<file path="src/hdl/grd_pkg.sv">
// shared types and constants of the gamepad radial dead zone block
`timescale 1ns / 1ps
package grd_pkg;

   localparam int unsigned FRAC_BITS_DEF = 14;
   localparam int unsigned QUO_BITS      = 17;
   localparam int unsigned SQ_STAGES     = 16;
   localparam int unsigned BACK_DEPTH    = SQ_STAGES + QUO_BITS + 3;
   localparam int unsigned QUEUE_DEPTH   = 4;

   typedef enum logic [1:0] {
      CSR_LEFT_DZ  = 2'd0,
      CSR_RIGHT_DZ = 2'd1,
      CSR_TRIG_TH  = 2'd2
   } csr_index_type;

   localparam logic [14:0] LEFT_DZ_RST  = 15'd7849;
   localparam logic [14:0] RIGHT_DZ_RST = 15'd8689;
   localparam logic [7:0]  TRIG_TH_RST  = 8'd30;
   localparam logic [14:0] DZ_MAX       = 15'd32766;
   localparam logic [15:0] AXIS_FULL    = 16'd32767;
   localparam logic [7:0]  TRIG_FULL    = 8'd255;

   typedef struct packed {
      logic [31:0] sum_sq;
      logic [15:0] abs_x;
      logic [15:0] abs_y;
      logic        neg_x;
      logic        neg_y;
   } stick_type;

   typedef struct packed {
      logic [7:0] num;
      logic [7:0] den;
   } trig_type;

   typedef struct packed {
      stick_type   left;
      stick_type   right;
      trig_type    trig_l;
      trig_type    trig_r;
      logic [15:0] buttons;
   } entry_type;

endpackage

</file>
<file path="src/hdl/grd_front.sv">
// input stage: takes a sample, forms squared magnitudes and trigger terms
`timescale 1ns / 1ps
module grd_front import grd_pkg::*; (
   input  logic              clock,
   input  logic              reset,
   input  logic              push,
   output logic              full,
   input  logic signed [15:0] req_left_raw_x,
   input  logic signed [15:0] req_left_raw_y,
   input  logic signed [15:0] req_right_raw_x,
   input  logic signed [15:0] req_right_raw_y,
   input  logic [7:0]        req_left_trigger_raw,
   input  logic [7:0]        req_right_trigger_raw,
   input  logic [15:0]       req_button_bits,
   input  logic [7:0]        trig_th,
   output logic              q_push,
   output entry_type         q_data,
   input  logic              q_full
);

   logic      valid_ff, valid_in;
   entry_type data_ff, data_in;
   logic      take;

   function automatic logic [15:0] abs16(logic [15:0] v);
      return v[15] ? 16'(~v) + 16'd1 : v;
   endfunction

   function automatic stick_type make_stick(logic [15:0] x, logic [15:0] y);
      stick_type s;
      s.abs_x  = abs16(x);
      s.abs_y  = abs16(y);
      s.neg_x  = x[15];
      s.neg_y  = y[15];
      s.sum_sq = 32'(s.abs_x) * 32'(s.abs_x) + 32'(s.abs_y) * 32'(s.abs_y);
      return s;
   endfunction

   function automatic trig_type make_trig(logic [7:0] t, logic [7:0] th);
      trig_type r;
      if (t > th) begin
         r.num = t - th;
         r.den = TRIG_FULL - th;
      end else begin
         r.num = 8'd0;
         r.den = 8'd1;
      end
      return r;
   endfunction

   assign full   = valid_ff && q_full;
   assign take   = push && !full;
   assign q_push = valid_ff && !q_full;
   assign q_data = data_ff;

   assign valid_in = take || (valid_ff && q_full);

   always_comb begin
      data_in         = data_ff;
      data_in.left    = make_stick(req_left_raw_x, req_left_raw_y);
      data_in.right   = make_stick(req_right_raw_x, req_right_raw_y);
      data_in.trig_l  = make_trig(req_left_trigger_raw, trig_th);
      data_in.trig_r  = make_trig(req_right_trigger_raw, trig_th);
      data_in.buttons = req_button_bits;
   end

   always_ff @(posedge clock) begin
      if (reset) begin
         valid_ff <= 1'b0;
      end else begin
         valid_ff <= valid_in;
      end
   end

   always_ff @(posedge clock) begin
      if (take) begin
         data_ff <= data_in;
      end
   end

endmodule

</file>
<file path="config.mk">
export PLATFORM = sky130hd
export DESIGN_NAME = grd_front
export DESIGN_NICKNAME = d
export VERILOG_FILES = /design/src/hdl/grd_pkg.sv /design/src/hdl/grd_front.sv
export SDC_FILE = /design/constraint.sdc
export NUM_CORES = 2
export LEC_CHECK = 0
export BUFFER_PORTS_ARGS = -buffer_cell sky130_fd_sc_hd__buf_4
export CAP_MARGIN = 20
export CORE_MARGIN = 3
export CORE_UTILIZATION = 45
export CTS_BUF_LIST = sky130_fd_sc_hd__clkbuf_8 sky130_fd_sc_hd__clkbuf_16
export DETAILED_ROUTE_END_ITERATION = 8
export PLACE_DENSITY = 0.73
export SLEW_MARGIN = 20
export SYNTH_ARGS = -nofsm -noshare
export SYNTH_HDL_FRONTEND = slang
export SYNTH_SLANG_ARGS = --single-unit
</file>
<file path="constraint.sdc">
create_clock -name clock -period 12.99 [get_ports clock]
set_input_delay 0.6495 -clock clock [delete_from_list [all_inputs] [get_ports clock]]
set_output_delay 0.6495 -clock clock [all_outputs]
set_load 0.05 [all_outputs]
</file>
* Yosys cells after proc, flatten, opt, wreduce, memory -nomap -nowiden
Index checks and enable logic that the tools add are counted.
** Storage, ports and cells
- Bits of input ports :: 108
- Register bits :: 181
- Output and inout bits :: 182
- Word-level logic and storage cells :: 45
** Cells by class
- Order comparisons :: 2
- $mul :: 4
- Mux-type cells :: 4
- Bitwise gates (word level) :: 4
- Reduce and logical (&&, ||, !) cells :: 6
- Add/subtract/negate cells :: 9
** Operators by type and width (number)
- $mul 16x16->32 :: 4
- $add 16x1->16 const B :: 4
- $add 32x32->32 :: 2
- $mux 16 :: 4
- $not 16->16 :: 4
- $gt 8x8->1 :: 2
- $sub 8x8->8 :: 2
- $sub 8x8->8 const A :: 1
- $logic_and 1x1->1 :: 3
- $logic_not 1->1 :: 2
- $logic_or 1x1->1 :: 1

* Logic depth before layout (Yosys ltp)
- Depth in word-level cells :: 5
- Gate-level depth with buffers :: 34
- Mapped depth without buffers :: 33

* Worst setup path after synthesis
Ideal clock, no wire load.
- Path kind :: input to register
- Start point :: input q_full
- End point :: register data_ff, in the netlist q_data[0], enable pin
- Buffers on the path :: 0
- Data required time :: 12.250 ns
- Stages :: 2
- Slack :: 3.335 ns
- Data arrival time :: 8.915 ns
- Setup time :: 0.740 ns
- Cell sequence :: and2_1 nor2b_1
** On the way
- Word-level cells in the longest chain between the ends :: 3
** RTL lines
- start: declaration :: line grd_front.sv:18 : input logic q_full
- $logic_and 1x1->1 :: line grd_front.sv:51 : assign full = valid_ff && q_full;
- $logic_not 1->1 :: line grd_front.sv:52 : assign take = push && !full;
- $logic_and 1x1->1 :: line grd_front.sv:52
- net take :: line grd_front.sv:23 : logic take;
- end signal: assignment :: line grd_front.sv:77 : data_ff <= data_in;
- end: declaration :: line grd_front.sv:22 : entry_type data_ff, data_in;
The timed path passes the listed nets, and every way through them passes these cells.
A chain may end at the register's enable or synchronous reset.

==> results.cfg <==
[outcome]
outcome = finished clean

[synth]
synth.avg_cell_area_um2 = 10.1
ys_async_sr_fraction = 0
synth_ff_type = edfxtp_1
synthMuxAreaShare = 0.000912
synth_edf_count = 180
syn_area_um2 = 35700
synth_cell_types = 68
synth_xor_area_frac = 0.0339
yosysWarnings = 0
seq_area_frac_synth = 0.152
synth_compound_area_frac = 0.0411
synth_top_family_by_area = adder cells
synth_seq_cells = 181
synth_adder_area_share = 0.568
syn_inst = 3534
yosys.area_share.simple = 0.0865

[cts]
clk_latency_ns = 0.53
post_cts_resize_count = 0
root_buffer = clkbuf_16
htree_num_levels = 4
cts_setup_buffers = 0
cts_tree = done
clkSlewWorstSetupHoldPaths_ns = 0.08
cts_sinks = 181
clockBufferDepth = 2
cts_buffers = 17
hold_buffers = 0

[worst_setup_path]
worst_r2r_path_depth = 4
cp.arrival_ns = 10.72
required_ns = 13.26
critical_path.slowest_cell = xor2_1
cp-start-kind = input pin
max_stage_delay_ns = 0.84
worst-path-max-fanout = 15
r2r-end = q_data[114]
end_kind = flop
path_common_cell = fa_1
r2r_slack_ns = 10.41
critical_path_class = in -> reg
regToRegStartpoint = valid_ff

[hold_path]
min-delay-start = reset
hold_depth = 2
hold_end = valid_ff
hold_path.class = in -> reg

[timing]
setup-tns-final_ns = 0
fin_crit_ns = 10.45
hold_violations = 0
finalSetupViolations = 0
finalMaxSlewViolations = 0
clock_skew_ns = 0.0163
fin_crit_sh = 0.805
maxSlewHeadroom = 0.268
rsz0062_at_grt = false
worstMarginPinSlew_ns = 1.09
fmaxAchievable_ghz = 0.0957

[drt]
wire_per_inst_um = 17.3
drt-initial-drc-count = 1522
vias_per_cell = 5.02
vias = 24800
first_pass_iters = 5
drc = 0
wl_um = 85300
ant_nets = 0

[placed_design]
gp_congestion = 0.918
io_buffer_count = 289
dp_hpwl_um = 73100

[floorplanning]
die_area_um2 = 82700
die_x_um = 288
rows = 102
fp.dieH_um = 288
start_util = 0.457
coreArea_um2 = 78000
io-pin-count = 290

[global_routing]
grt_max_degree = 72
grt_pass1_wl_um = 139000
first_global_vias = 27100
antenna_found_initial = 2
track_usage = 0.218
overflow = 0

[final_layout]
mostFrequentLayoutCell = inv_1
drive_above_1_share = 0.101
final_cell_mix = inv_1 (1,040), fa_1 (769), ha_1 (387)
fill_cells = 7025
syn2layout_area_growth_pct = 12.4
nNetsFinal = 5144

[run]
cap_viol_max_count = 0
Yosys cell counts (all sizes together), types with 4 or more instances:
cell type / count / area share
o31ai: 14 / 0.0029
nand2b: 15 / 0.0026
inv: 1045 / 0.11
nand4: 10 / 0.0018
a21boi: 8 / 0.0017
nor4b: 4 / 0.0014
or3: 12 / 0.0022
nor2b: 13 / 0.0023
fa: 769 / 0.43
a211oi: 9 / 0.0019
o21ai: 55 / 0.0077
nand2: 252 / 0.027
nor2: 329 / 0.035
a21o: 33 / 0.0069
a21oi: 41 / 0.0058
nor3: 25 / 0.0038
ha: 387 / 0.14
edfxtp: 180 / 0.15
and2: 16 / 0.0028
or2: 6 / 0.0011
xnor2: 85 / 0.021
clkbuf: 47 / 0.0049
or4: 8 / 0.0018
o41ai: 10 / 0.0027
xor2: 53 / 0.013
o21bai: 7 / 0.0015
clkinv: 21 / 0.0022
a31oi: 6 / 0.0011
o21a: 16 / 0.0034
nand3: 13 / 0.0018
through the flow:
stage / setup WS (ns) / instance area (µm²) / utilization / std cells / hold WS, ns
2_1_floorplan: 3.34 / 35800 / - / 3580 / 0.722
3_3_place_gp: 1.86 / 39400 / 0.506 / 4901 / 0.651
3_5_place_dp: 2.06 / 39400 / 0.506 / 4901 / 0.677
4_1_cts: 2.67 / 40100 / 0.514 / 4933 / 0.236
5_1_grt: 2.06 / 40100 / 0.514 / 4933 / 0.265
6_report: 2.54 / 40100 / 0.514 / 4934 / 0.283
registers in the layout, summed over array words and instances, names as in the netlist:
register,flops
valid_ff,1
q_data,180
kinds of logic after synthesis:
family,Yosys count
buffers and inverters,1116
adder cells (fa/ha/maj),1156
multiplexers,3
XOR/XNOR,138
AO/OA/AOI/OAI,222
AND/OR/NAND/NOR,716
flip-flops,181
other,2
critical path: cells and delay by family:
family,cells,cell delay (ns)
AO/OA/AOI/OAI,3,0.80
XOR/XNOR,2,0.99
adder cells (fa/ha/maj),10,4.43
buffers and inverters,6,1.35
AND/OR/NAND/NOR,6,2.49
worst max path at each step:
| stage | startpoint | endpoint | cells after the start |
|---|---|---|---|
| final | req_left_raw_y[0] | q_data[175] | 27 |
| after global routing | req_left_raw_x[0] | q_data[178] | 29 |
| after CTS | req_right_raw_x[0] | q_data[113] | 32 |
| after detailed placement | req_right_raw_x[0] | q_data[113] | 32 |
| after global placement | req_left_raw_y[0] | q_data[175] | 27 |
| after floorplan | q_full | q_data[0] | 2 |
per-layer routing:
layer | vias to the layer above | track usage | part of all wire
met3 | 144 | 0.0480 | 0.090
met4 | 2 | 0.0705 | 0.027
met1 | 12600 | 0.283 | 0.40
met5 | - | 0 | 0.00015
met2 | 875 | 0.363 | 0.49
li1 | 11200 | - | -
cell type report:
type / count / area [µm²] / share of cell area
inverter: 1066 / 4000 / 0.0998
timing repair buffer: 331 / 2480 / 0.0620
clock buffer: 17 / 425 / 0.0106
clock inverter: 15 / 210 / 0.00524
sequential: 181 / 5430 / 0.135
tap: 1040 / 1300 / 0.0325
antenna: 1 / 2.50 / 0.0000624
multi-input combinational: 2283 / 26200 / 0.655
Power is not shown: default switching activity piles up to over one toggle a cycle in this logic, so the estimate is an artifact.
