===== src/hdl/grd_pkg.sv =====
// shared types and constants of the gamepad radial dead zone block
`timescale 1ns / 1ps
package grd_pkg;

   localparam int unsigned FRAC_BITS_DEF = 14;
   localparam int unsigned QUO_BITS      = 17;
   localparam int unsigned SQ_STAGES     = 16;
   localparam int unsigned BACK_DEPTH    = SQ_STAGES + QUO_BITS + 3;
   localparam int unsigned QUEUE_DEPTH   = 4;

   typedef enum logic [1:0] {
      CSR_LEFT_DZ  = 2'd0,
      CSR_RIGHT_DZ = 2'd1,
      CSR_TRIG_TH  = 2'd2
   } csr_index_type;

   localparam logic [14:0] LEFT_DZ_RST  = 15'd7849;
   localparam logic [14:0] RIGHT_DZ_RST = 15'd8689;
   localparam logic [7:0]  TRIG_TH_RST  = 8'd30;
   localparam logic [14:0] DZ_MAX       = 15'd32766;
   localparam logic [15:0] AXIS_FULL    = 16'd32767;
   localparam logic [7:0]  TRIG_FULL    = 8'd255;

   typedef struct packed {
      logic [31:0] sum_sq;
      logic [15:0] abs_x;
      logic [15:0] abs_y;
      logic        neg_x;
      logic        neg_y;
   } stick_type;

   typedef struct packed {
      logic [7:0] num;
      logic [7:0] den;
   } trig_type;

   typedef struct packed {
      stick_type   left;
      stick_type   right;
      trig_type    trig_l;
      trig_type    trig_r;
      logic [15:0] buttons;
   } entry_type;

endpackage


===== src/hdl/grd_queue.sv =====
// short word queue between the front and back parts
`timescale 1ns / 1ps
module grd_queue import grd_pkg::*; (
   input  logic      clock,
   input  logic      reset,
   input  logic      push,
   output logic      full,
   input  entry_type data_in,
   input  logic      pop,
   output logic      empty,
   output entry_type data_out
);

   localparam int unsigned PW = $clog2(QUEUE_DEPTH);
   localparam int unsigned CW = $clog2(QUEUE_DEPTH + 1);

   entry_type       mem_ff [QUEUE_DEPTH];
   logic [PW-1:0]   wr_ptr_ff, rd_ptr_ff;
   logic [CW-1:0]   count_ff;
   logic            do_push, do_pop;

   assign full     = (count_ff == CW'(QUEUE_DEPTH));
   assign empty    = (count_ff == '0);
   assign do_push  = push && !full;
   assign do_pop   = pop && !empty;
   assign data_out = mem_ff[rd_ptr_ff];

   always_ff @(posedge clock) begin
      if (reset) begin
         wr_ptr_ff <= '0;
         rd_ptr_ff <= '0;
         count_ff  <= '0;
      end else begin
         if (do_push) begin
            wr_ptr_ff <= (wr_ptr_ff == PW'(QUEUE_DEPTH - 1)) ? '0 : wr_ptr_ff + 1'b1;
         end
         if (do_pop) begin
            rd_ptr_ff <= (rd_ptr_ff == PW'(QUEUE_DEPTH - 1)) ? '0 : rd_ptr_ff + 1'b1;
         end
         if (do_push && !do_pop) begin
            count_ff <= count_ff + 1'b1;
         end else if (do_pop && !do_push) begin
            count_ff <= count_ff - 1'b1;
         end
      end
   end

   always_ff @(posedge clock) begin
      if (do_push) begin
         mem_ff[wr_ptr_ff] <= data_in;
      end
   end

endmodule


===== config.mk =====
export PLATFORM = sky130hd
export DESIGN_NAME = grd_queue
export DESIGN_NICKNAME = d
export VERILOG_FILES = /design/src/hdl/grd_pkg.sv /design/src/hdl/grd_queue.sv
export SDC_FILE = /design/constraint.sdc
export NUM_CORES = 1
export LEC_CHECK = 0
export ABC_CLOCK_PERIOD_IN_PS = 10200
export BUFFER_PORTS_ARGS = -buffer_cell sky130_fd_sc_hd__buf_4
export CAP_MARGIN = 20
export CORE_MARGIN = 4
export CORE_UTILIZATION = 45
export CTS_CLUSTER_DIAMETER = 30
export DETAILED_ROUTE_END_ITERATION = 10
export MAX_ROUTING_LAYER = met4
export SLEW_MARGIN = 20
export SYNTH_ARGS = -nofsm -noshare
export SYNTH_HDL_FRONTEND = slang
export SYNTH_SLANG_ARGS = --single-unit

===== constraint.sdc =====
create_clock -name clock -period 10.2 [get_ports clock]
set_clock_uncertainty 0.1 [all_clocks]
set_input_delay 2.04 -clock clock [delete_from_list [all_inputs] [get_ports clock]]
set_output_delay 2.04 -clock clock [all_outputs]
set_load 0.02 [all_outputs]

After elaboration in Yosys (flattened, before gate mapping)
Memories as Yosys holds them, arrays and structs flattened. A register that Yosys moved wholly into a read port is not among the register bits.
Index checks and enable logic that the tools add are counted.
{"block": "op_classes", "n_eq_ne": 3, "n_addsub": 4, "reduce_logical": 10, "n_mux": 8}
{"cell": "$mux W2", "n": 4}
{"cell": "$mux W3", "n": 2}
{"cell": "$add A2 B1 Y2 const B", "n": 2}
{"cell": "$eq A2 B2 Y1 const B", "n": 2}
{"cell": "$logic_and A1 B1 Y1", "n": 4}
{"cell": "$logic_not A1 Y1", "n": 4}
{"cell": "$add A3 B1 Y3 const B", "n": 1}
{"cell": "$eq A3 B3 Y1 const B", "n": 1}
{"cell": "$logic_not A3 Y1", "n": 1}
{"cell": "$sub A3 B1 Y3 const B", "n": 1}
{"cell": "$mux W1", "n": 2}
{"cell": "$reduce_bool A2 Y1", "n": 1}
{"block": "word_totals", "regBits": 7, "memories": 1, "output_inout_bits": 182, "elab_cells": 29, "ramBits": 720, "input_bits": 184}
{"memory": "mem_ff", "depth": 4, "width": 180, "rd": 1, "rd_ports_with_merged_regs": 1, "wr": 1, "line_no": "grd_queue.sv:17", "rtl": "entry_type mem_ff [QUEUE_DEPTH];"}

Depth between registers and ports, before layout
Gate-level depths: netlist of run 1.
{"block": "depth", "word_depth": 7, "mapped_depth": 10, "mapped_depth_nobuf": 9}

Worst setup path before layout of run 1
No wires, ideal clock.
{"block": "synth_timing", "kind": "in2reg", "start": "input push", "end": "memory mem_ff[3][0] in the netlist's numbering (enable)", "n_path_buf": 0, "t_required_ns": 9.537, "stages": 1, "setup_ns": 0.563, "arrival_time_ns": 6.208, "path_slack_ns": 3.329, "cell_sequence": "and3_1"}
{"block": "synth_between", "elab_chain_len": 3}
{"item": "from (decl)", "line_no": "grd_queue.sv:6", "rtl": "input logic push,"}
{"item": "$logic_and A1 B1 Y1", "line_no": "grd_queue.sv:24", "rtl": "assign do_push = push && !full;"}
{"item": "$mux W1", "line_no": "grd_queue.sv:49", "rtl": "if (do_push) begin"}
{"item": "$mux W1 (implied by the code)", "line_no": "grd_queue.sv:50", "rtl": "mem_ff[wr_ptr_ff] <= data_in;"}
{"item": "to (decl)", "line_no": "grd_queue.sv:17"}
Every way passes these cells.

==> results.sh, run 1 <==
export IMPL_outcome="completed"
export IMPL_setup_ws_ns=4.836
export IMPL_hold_buffers=0
export IMPL_synth_top_cell_area_share=0.8190
export IMPL_clk_latency_ns=0.69
export IMPL_period_share=0.5259
export IMPL_nFillCells=4126
export IMPL_tightest_slew_ns=1.088
export IMPL_ios=366
export IMPL_worst_hold_path_type="reg -> reg"
export IMPL_layoutNonFillerInstCount=2366
export IMPL_nNetsFinal=1662
export IMPL_maxCapViolCount=0
export IMPL_period_needed_ns=5.364
export IMPL_cts_buffers=146
export IMPL_grt_max_degree=154
export IMPL_maxSlewViolCount=0
export IMPL_drt_iter0_markers=795
export IMPL_synthFlopType="edfxtp_1"
export IMPL_rrSetupSlack_ns=7.00
export IMPL_reg2reg_from="count_ff[0]"
export IMPL_grtUsageTotal=0.1798
export IMPL_avgSynthCellArea_um2=26.67
export IMPL_h_tree_depth=4
export IMPL_max_vdd_ir_drop_v=0.0001879
export IMPL_synthTopCellsByCount="edfxtp_1 (720), mux4_2 (180), buf_2 (22), buf_6 (11), dfxtp_1 (9)"
export IMPL_grt_pass1_vias=13220
export IMPL_grt_pass1_wl_um=82000
export IMPL_firstDrtPassIters=4
export IMPL_cts_buffer_depth=3
export IMPL_clock_sinks=729
export IMPL_synthArstFlopShare=0
export IMPL_ant_nets=0
export IMPL_synthTopCellsByArea="edfxtp_1 (82%), mux4_2 (15%), dfxtp_1 (0.68%), buf_6 (0.47%), buf_2 (0.42%)"
export IMPL_synth_cells=990
export IMPL_yosys_area_top_type="edfxtp_1"
export IMPL_antenna_found_initial=9
export IMPL_fin_setup_tns_ns=0
export IMPL_max_freq_mhz=186.4
export IMPL_synth_nets=1181
export IMPL_dieArea_mm2=0.06260
export IMPL_end_kind="output port"
export IMPL_synth_most_common_cell="edfxtp_1"
export IMPL_clk_pin_slew_worst_paths_ns=0.04
export IMPL_endpoint="data_out[126]"
export IMPL_fin_area_mm2=0.03505
export IMPL_reg2reg_depth=4
export IMPL_io_buffers=365
export IMPL_viasPerCell=5.166
export IMPL_core_mm2=0.05792
export IMPL_ys_seq_area_frac=0.8258
export IMPL_power_density_mw_per_mm2=297.1
export IMPL_rr_endpoint="mem_ff[2][95]"
export IMPL_path_class="reg -> out"
export IMPL_cp_arrival_ns=3.22
export IMPL_chipHeight_um=250.2
export IMPL_post_cts_buffers=0
export IMPL_rsz0062_at_grt="no"
export IMPL_place_congestion=0.7122
export IMPL_synth_area_mm2=0.02640
export IMPL_initial_core_util=0.4558
export IMPL_finalSetupViolCount=0
export IMPL_placed_area_mm2=0.02999
export IMPL_place_inst=2087
export IMPL_num_rows=88
export IMPL_drc=0
export IMPL_holdWs_ns=0.3914
export IMPL_die_x_um=250.2
export IMPL_total_power_mw=10.41
export IMPL_drive_gt1_frac=0.5013
export IMPL_power_leakage_nw=12.03
export IMPL_synthDistinctLibCells=23
export IMPL_hpwl_um=29910
export IMPL_cts_tree="done"
export IMPL_area_growth_pct=32.76
export IMPL_wl_per_cell_um=22.94
export IMPL_crit_required_ns=8.06
export IMPL_cts_resized=0
export IMPL_slew_headroom=0.2745
export IMPL_critical_path_max_fanout=79
export IMPL_hold_viol_final=0
export IMPL_grt_ovfl_total=0
export IMPL_preCtsSetupSlack_ns=5.469
export IMPL_vias=12220
export IMPL_wl_um=54280
export IMPL_synth_warnings=0
export IMPL_ys_ff_latch=729
export IMPL_cts_root_buf="clkbuf_16"
export IMPL_synth_enable_flop_cells=720
export IMPL_start_kind="flop"
export IMPL_fin_util=0.6051
==> worst min path at each step <==
| stage | from | to | cells after the start |
|---|---|---|---|
| 2_1_floorplan | rd_ptr_ff[0] | flop | 2 |
| 3_3_place_gp | rd_ptr_ff[0] | flop | 2 |
| 3_5_place_dp | rd_ptr_ff[0] | flop | 2 |
| 4_1_cts | rd_ptr_ff[0] | flop | 2 |
| 5_1_grt | rd_ptr_ff[0] | flop | 2 |
| 6_report | rd_ptr_ff[0] | flop | 2 |
==> final cells by class <==
class,instances,area (um2),share of cell area
Sequential cell,729,21810,0.6223
Inverter,5,18.77,0.0005355
Clock inverter,112,1272,0.03631
Multi-Input combinational cell,214,4332,0.1236
Tap cell,765,957.2,0.02731
Clock buffer,157,3737,0.1066
Timing Repair Buffer,375,2898,0.08268
Antenna cell,9,22.52,0.0006426
==> cells by family (layout without fill, tap and decap cells) <==
family / Yosys count / after routing / synth area share
DFF: 729 / 729 / 0.8258
muxes: 182 / 182 / 0.1543
buffers and inverters: 47 / 649 / 0.01085
and+or+nand+nor: 16 / 16 / 0.003222
adders and majority gates: 7 / 7 / 0.003602
AOI/OAI and AO/OA: 7 / 7 / 0.001516
xor gates and xnor gates: 2 / 2 / 0.0006637
other: 0 / 9 / 0
==> layout by cell type, fill, tap and decap left out <==
master	n
edfxtp_1	720
buf_4	369
mux4_2	180
clkbuf_16	148
clkinv_2	34
clkinv_1	24
bufinv_16	20
clkinvlp_4	10
diode_2	9
clkbuf_1	9
clkinv_4	8
inv_6	7
dfxtp_1	7
ha_1	6
buf_12	5
inv_1	4
nor2_1	4
and3_4	4
clkinv_8	4
clkinv_16	4
a21oi_1	3
nor3_1	2
o31ai_1	2
xor2_1	2
nand3_1	2
or3_1	2
mux2i_1	2
o21ai_0	2
dfxtp_4	2
or3b_1	1
inv_2	1
nand2_1	1
fa_1	1
inv_16	1
buf_16	1
==> sequential cells by signal (all words and copies together), names as in the netlist, named ones only <==
register and flops:
mem_ff 720, count_ff 3, rd_ptr_ff 2, wr_ptr_ff 2
==> power by group <==
part | total [mW] | switching [mW] | internal (mW) | leakage (nW)
registers | 3.74 | 0.100 | 3.64 | 6.67
clock network | 4.70 | 1.54 | 3.17 | 2.44
logic | 1.97 | 1.07 | 0.895 | 2.92
==> worst max-delay path, cell delays in order, from the launching register on <==
cell,delay (ns)
dfxtp_4,0.76
buf_12,0.36
buf_16,0.44
mux4_2,0.59
buf_4,0.18
==> metal layers <==
metal	GRT usage	share of wire
met1	0.2220	0.40
met2	0.2652	0.48
met3	0.08400	0.10
met4	0.06166	0.019
met5	-	0
Power figures use the tool's default switching activity.
==> run 2: changes to the inputs <==
- ABC_AREA: not set -> 1
- ABC_CLOCK_PERIOD_IN_PS: 10200 -> 5200
- clock period: 10.2 -> 5.2 ns (I/O delays scaled with it)
==> run 2 against run 1 <==
  * Setup slack got worse by 4.0 ns
  * Global-route usage rose by 2.1 points
  * Combinational power rose to 2.9 times the previous value
  * Synthesized cell count rose by 83%
  * First-iteration DRC count rose by 51%
  * Critical endpoint is now data_out[74]
  * Largest cell class unchanged
  * Highest routed layer unchanged
==> results.sh, run 2 <==
export IMPL_maxCapViolCount=0
export IMPL_top_register="mem_ff"
export IMPL_cts_tree="done"
export IMPL_rsz0062_at_grt="no"
export IMPL_synth_cells=1811
export IMPL_cts_buffer_depth=3
export IMPL_max_freq_mhz=228.1
export IMPL_avgSynthCellArea_um2=15.02
export IMPL_power_density_mw_per_mm2=613.7
export IMPL_hpwl_um=36020
export IMPL_path_class="reg -> out"
export IMPL_slew_headroom=0.3542
export IMPL_grt_ovfl_total=0
export IMPL_outcome="completed"
export IMPL_critPathMostFrequentCell="buf_4"
export IMPL_dieArea_mm2=0.06444
export IMPL_core_mm2=0.05946
export IMPL_final_cell_mix="edfxtp_1 (720), buf_4 (382), nor2_1 (373), o21ai_0 (307), o22ai_1 (180)"
export IMPL_top_regs="mem_ff (720), count_ff (3)"
export IMPL_tightest_slew_ns=0.9686
export IMPL_cpMaxStageDelayCell="dfxtp_4"
export IMPL_fin_util=0.5898
export IMPL_grt_max_degree=174
export IMPL_clock_sinks=729
export IMPL_synth_enable_flop_cells=720
export IMPL_synth_top_cell_area_share=0.7948
export IMPL_vias=16620
export IMPL_max_vdd_ir_drop_v=0.0004646
export IMPL_ys_ff_latch=729
export IMPL_maxSlewViolCount=0
export IMPL_clk_pin_slew_worst_paths_ns=0.05
export IMPL_cts_resized=0
export IMPL_synthTopCellsByArea="edfxtp_1 (79%), o21ai_0 (5.6%), nor2_1 (5.2%), o22ai_1 (4.1%), buf_6 (1.3%)"
export IMPL_setup_ws_ns=0.8162
export IMPL_synthFlopType="edfxtp_1"
export IMPL_cts_buffers=138
export IMPL_antenna_found_initial=11
export IMPL_chipHeight_um=253.9
export IMPL_cpPeakStageDelay_ns=0.73
export IMPL_num_rows=89
export IMPL_synth_nets=2002
export IMPL_grt_pass1_vias=16830
export IMPL_drt_iter0_markers=1198
export IMPL_largest_reg_flops=720
export IMPL_ios=366
export IMPL_total_power_mw=21.53
export IMPL_place_congestion=0.7821
export IMPL_mostFrequentLayoutCell="edfxtp_1"
export IMPL_die_x_um=253.9
export IMPL_start_kind="flop"
export IMPL_ant_nets=0
export IMPL_io_buffers=365
export IMPL_grt_pass1_wl_um=96460
export IMPL_synth_warnings=0
export IMPL_nNetsFinal=2418
export IMPL_cp_cell_sequence="clkinv_8 -> buf_4 -> o21ai_0 -> o22ai_1 -> buf_4"
export IMPL_yosys_area_top_type="edfxtp_1"
export IMPL_cts_root_buf="clkbuf_16"
export IMPL_wl_um=64130
export IMPL_fin_setup_tns_ns=0
export IMPL_synth_most_common_cell="edfxtp_1"
export IMPL_critical_path_max_fanout=173
export IMPL_worst_hold_path_type="in -> reg"
export IMPL_finalSetupViolCount=0
export IMPL_power_leakage_nw=12.46
export IMPL_initial_core_util=0.4574
export IMPL_clk_latency_ns=0.68
export IMPL_preCtsSetupSlack_ns=1.518
export IMPL_synth_area_mm2=0.02720
export IMPL_post_cts_buffers=0
export IMPL_wl_per_cell_um=20.53
export IMPL_hold_buffers=0
export IMPL_firstDrtPassIters=5
export IMPL_end_kind="output port"
export IMPL_crit_required_ns=4.06
export IMPL_ys_seq_area_frac=0.8015
export IMPL_grtUsageTotal=0.2013
export IMPL_synthTopCellsByCount="edfxtp_1 (720), nor2_1 (377), o21ai_0 (307), o22ai_1 (180), o21ai_1 (54)"
export IMPL_holdWs_ns=0.4233
export IMPL_synthArstFlopShare=0
export IMPL_synthDistinctLibCells=24
export IMPL_h_tree_depth=4
export IMPL_cp_arrival_ns=3.24
export IMPL_viasPerCell=5.321
export IMPL_area_growth_pct=28.94
export IMPL_period_needed_ns=4.384
export IMPL_drive_gt1_frac=0.2620
export IMPL_hold_viol_final=0
export IMPL_drc=0
export IMPL_period_share=0.8430
==> run 2: cell count changes after synthesis, sizes merged, moves of 17 or more <==
cell | previous run | this run
o22ai | 0 | 180
buf | 35 | 52
nor2 | 4 | 377
o21ai | 2 | 361
clkbuf | 7 | 66
mux4 | 180 | 0
==> run 2: report_power, final <==
part	switching, mW	internal, mW
sequential	0.214	7.18
combinational	3.77	1.94
clock	2.87	5.55
total	6.85	14.7
==> run 2: kinds of logic (layout without fill, tap and decap cells) <==
| kind of cell | count (synthesis) | after routing | synth area share |
|---|---|---|---|
| XOR/XNOR | 1 | 1 | 0.0003220 |
| AO/OA/AOI/OAI | 543 | 543 | 0.1082 |
| adder cells (fa/ha/maj) | 7 | 7 | 0.003496 |
| AND/OR/NAND/NOR | 395 | 395 | 0.05492 |
| flip-flops | 729 | 729 | 0.8015 |
| other | 0 | 11 | 0 |
| buffers and inverters | 136 | 665 | 0.03160 |
==> run 2: worst paths after layout <==
check,startpoint,end,slack (ns),depth (start not counted)
worst min-delay path,reset,count_ff[0],0.42,2
worst min register to register,count_ff[1],count_ff[1],0.44,2
worst max-delay path,flop,data_out[74],0.82,5
worst max register to register,count_ff[0],mem_ff[0][136],2.57,5
==> run 2: metal layers <==
metal  track usage  routed length, um  up-vias
met5             -                  0        -
met4       0.06144               1020        0
met3       0.08024               5712       82
met2        0.3100              30920      517
met1        0.2477              26480     8261
li1              -                  -     7764
==> run 2: critical path: cells and delay by family (launching register included) <==
kind            cells  cell delay (ns)
flops               1             0.73
buf+inv             3             1.35
compound gates      2             0.33
==> run 2: layout make-up <==
type | instances | area (um2)
fill | 4556 | 24390
sequential | 729 | 21810
multi-input combinational | 946 | 4571
clock buffer | 163 | 3590
timing repair buffer | 394 | 3108
tap | 773 | 967.2
clock inverter | 90 | 919.6
inverter | 18 | 82.58
antenna | 11 | 27.53
==> run 2: stage by stage <==
step	area [um2]	std cells
5_1_grt	35070	3123
3_3_place_gp	30540	2860
4_1_cts	35050	3113
6_report	35070	3124
3_5_place_dp	30540	2860
2_1_floorplan	27210	1811
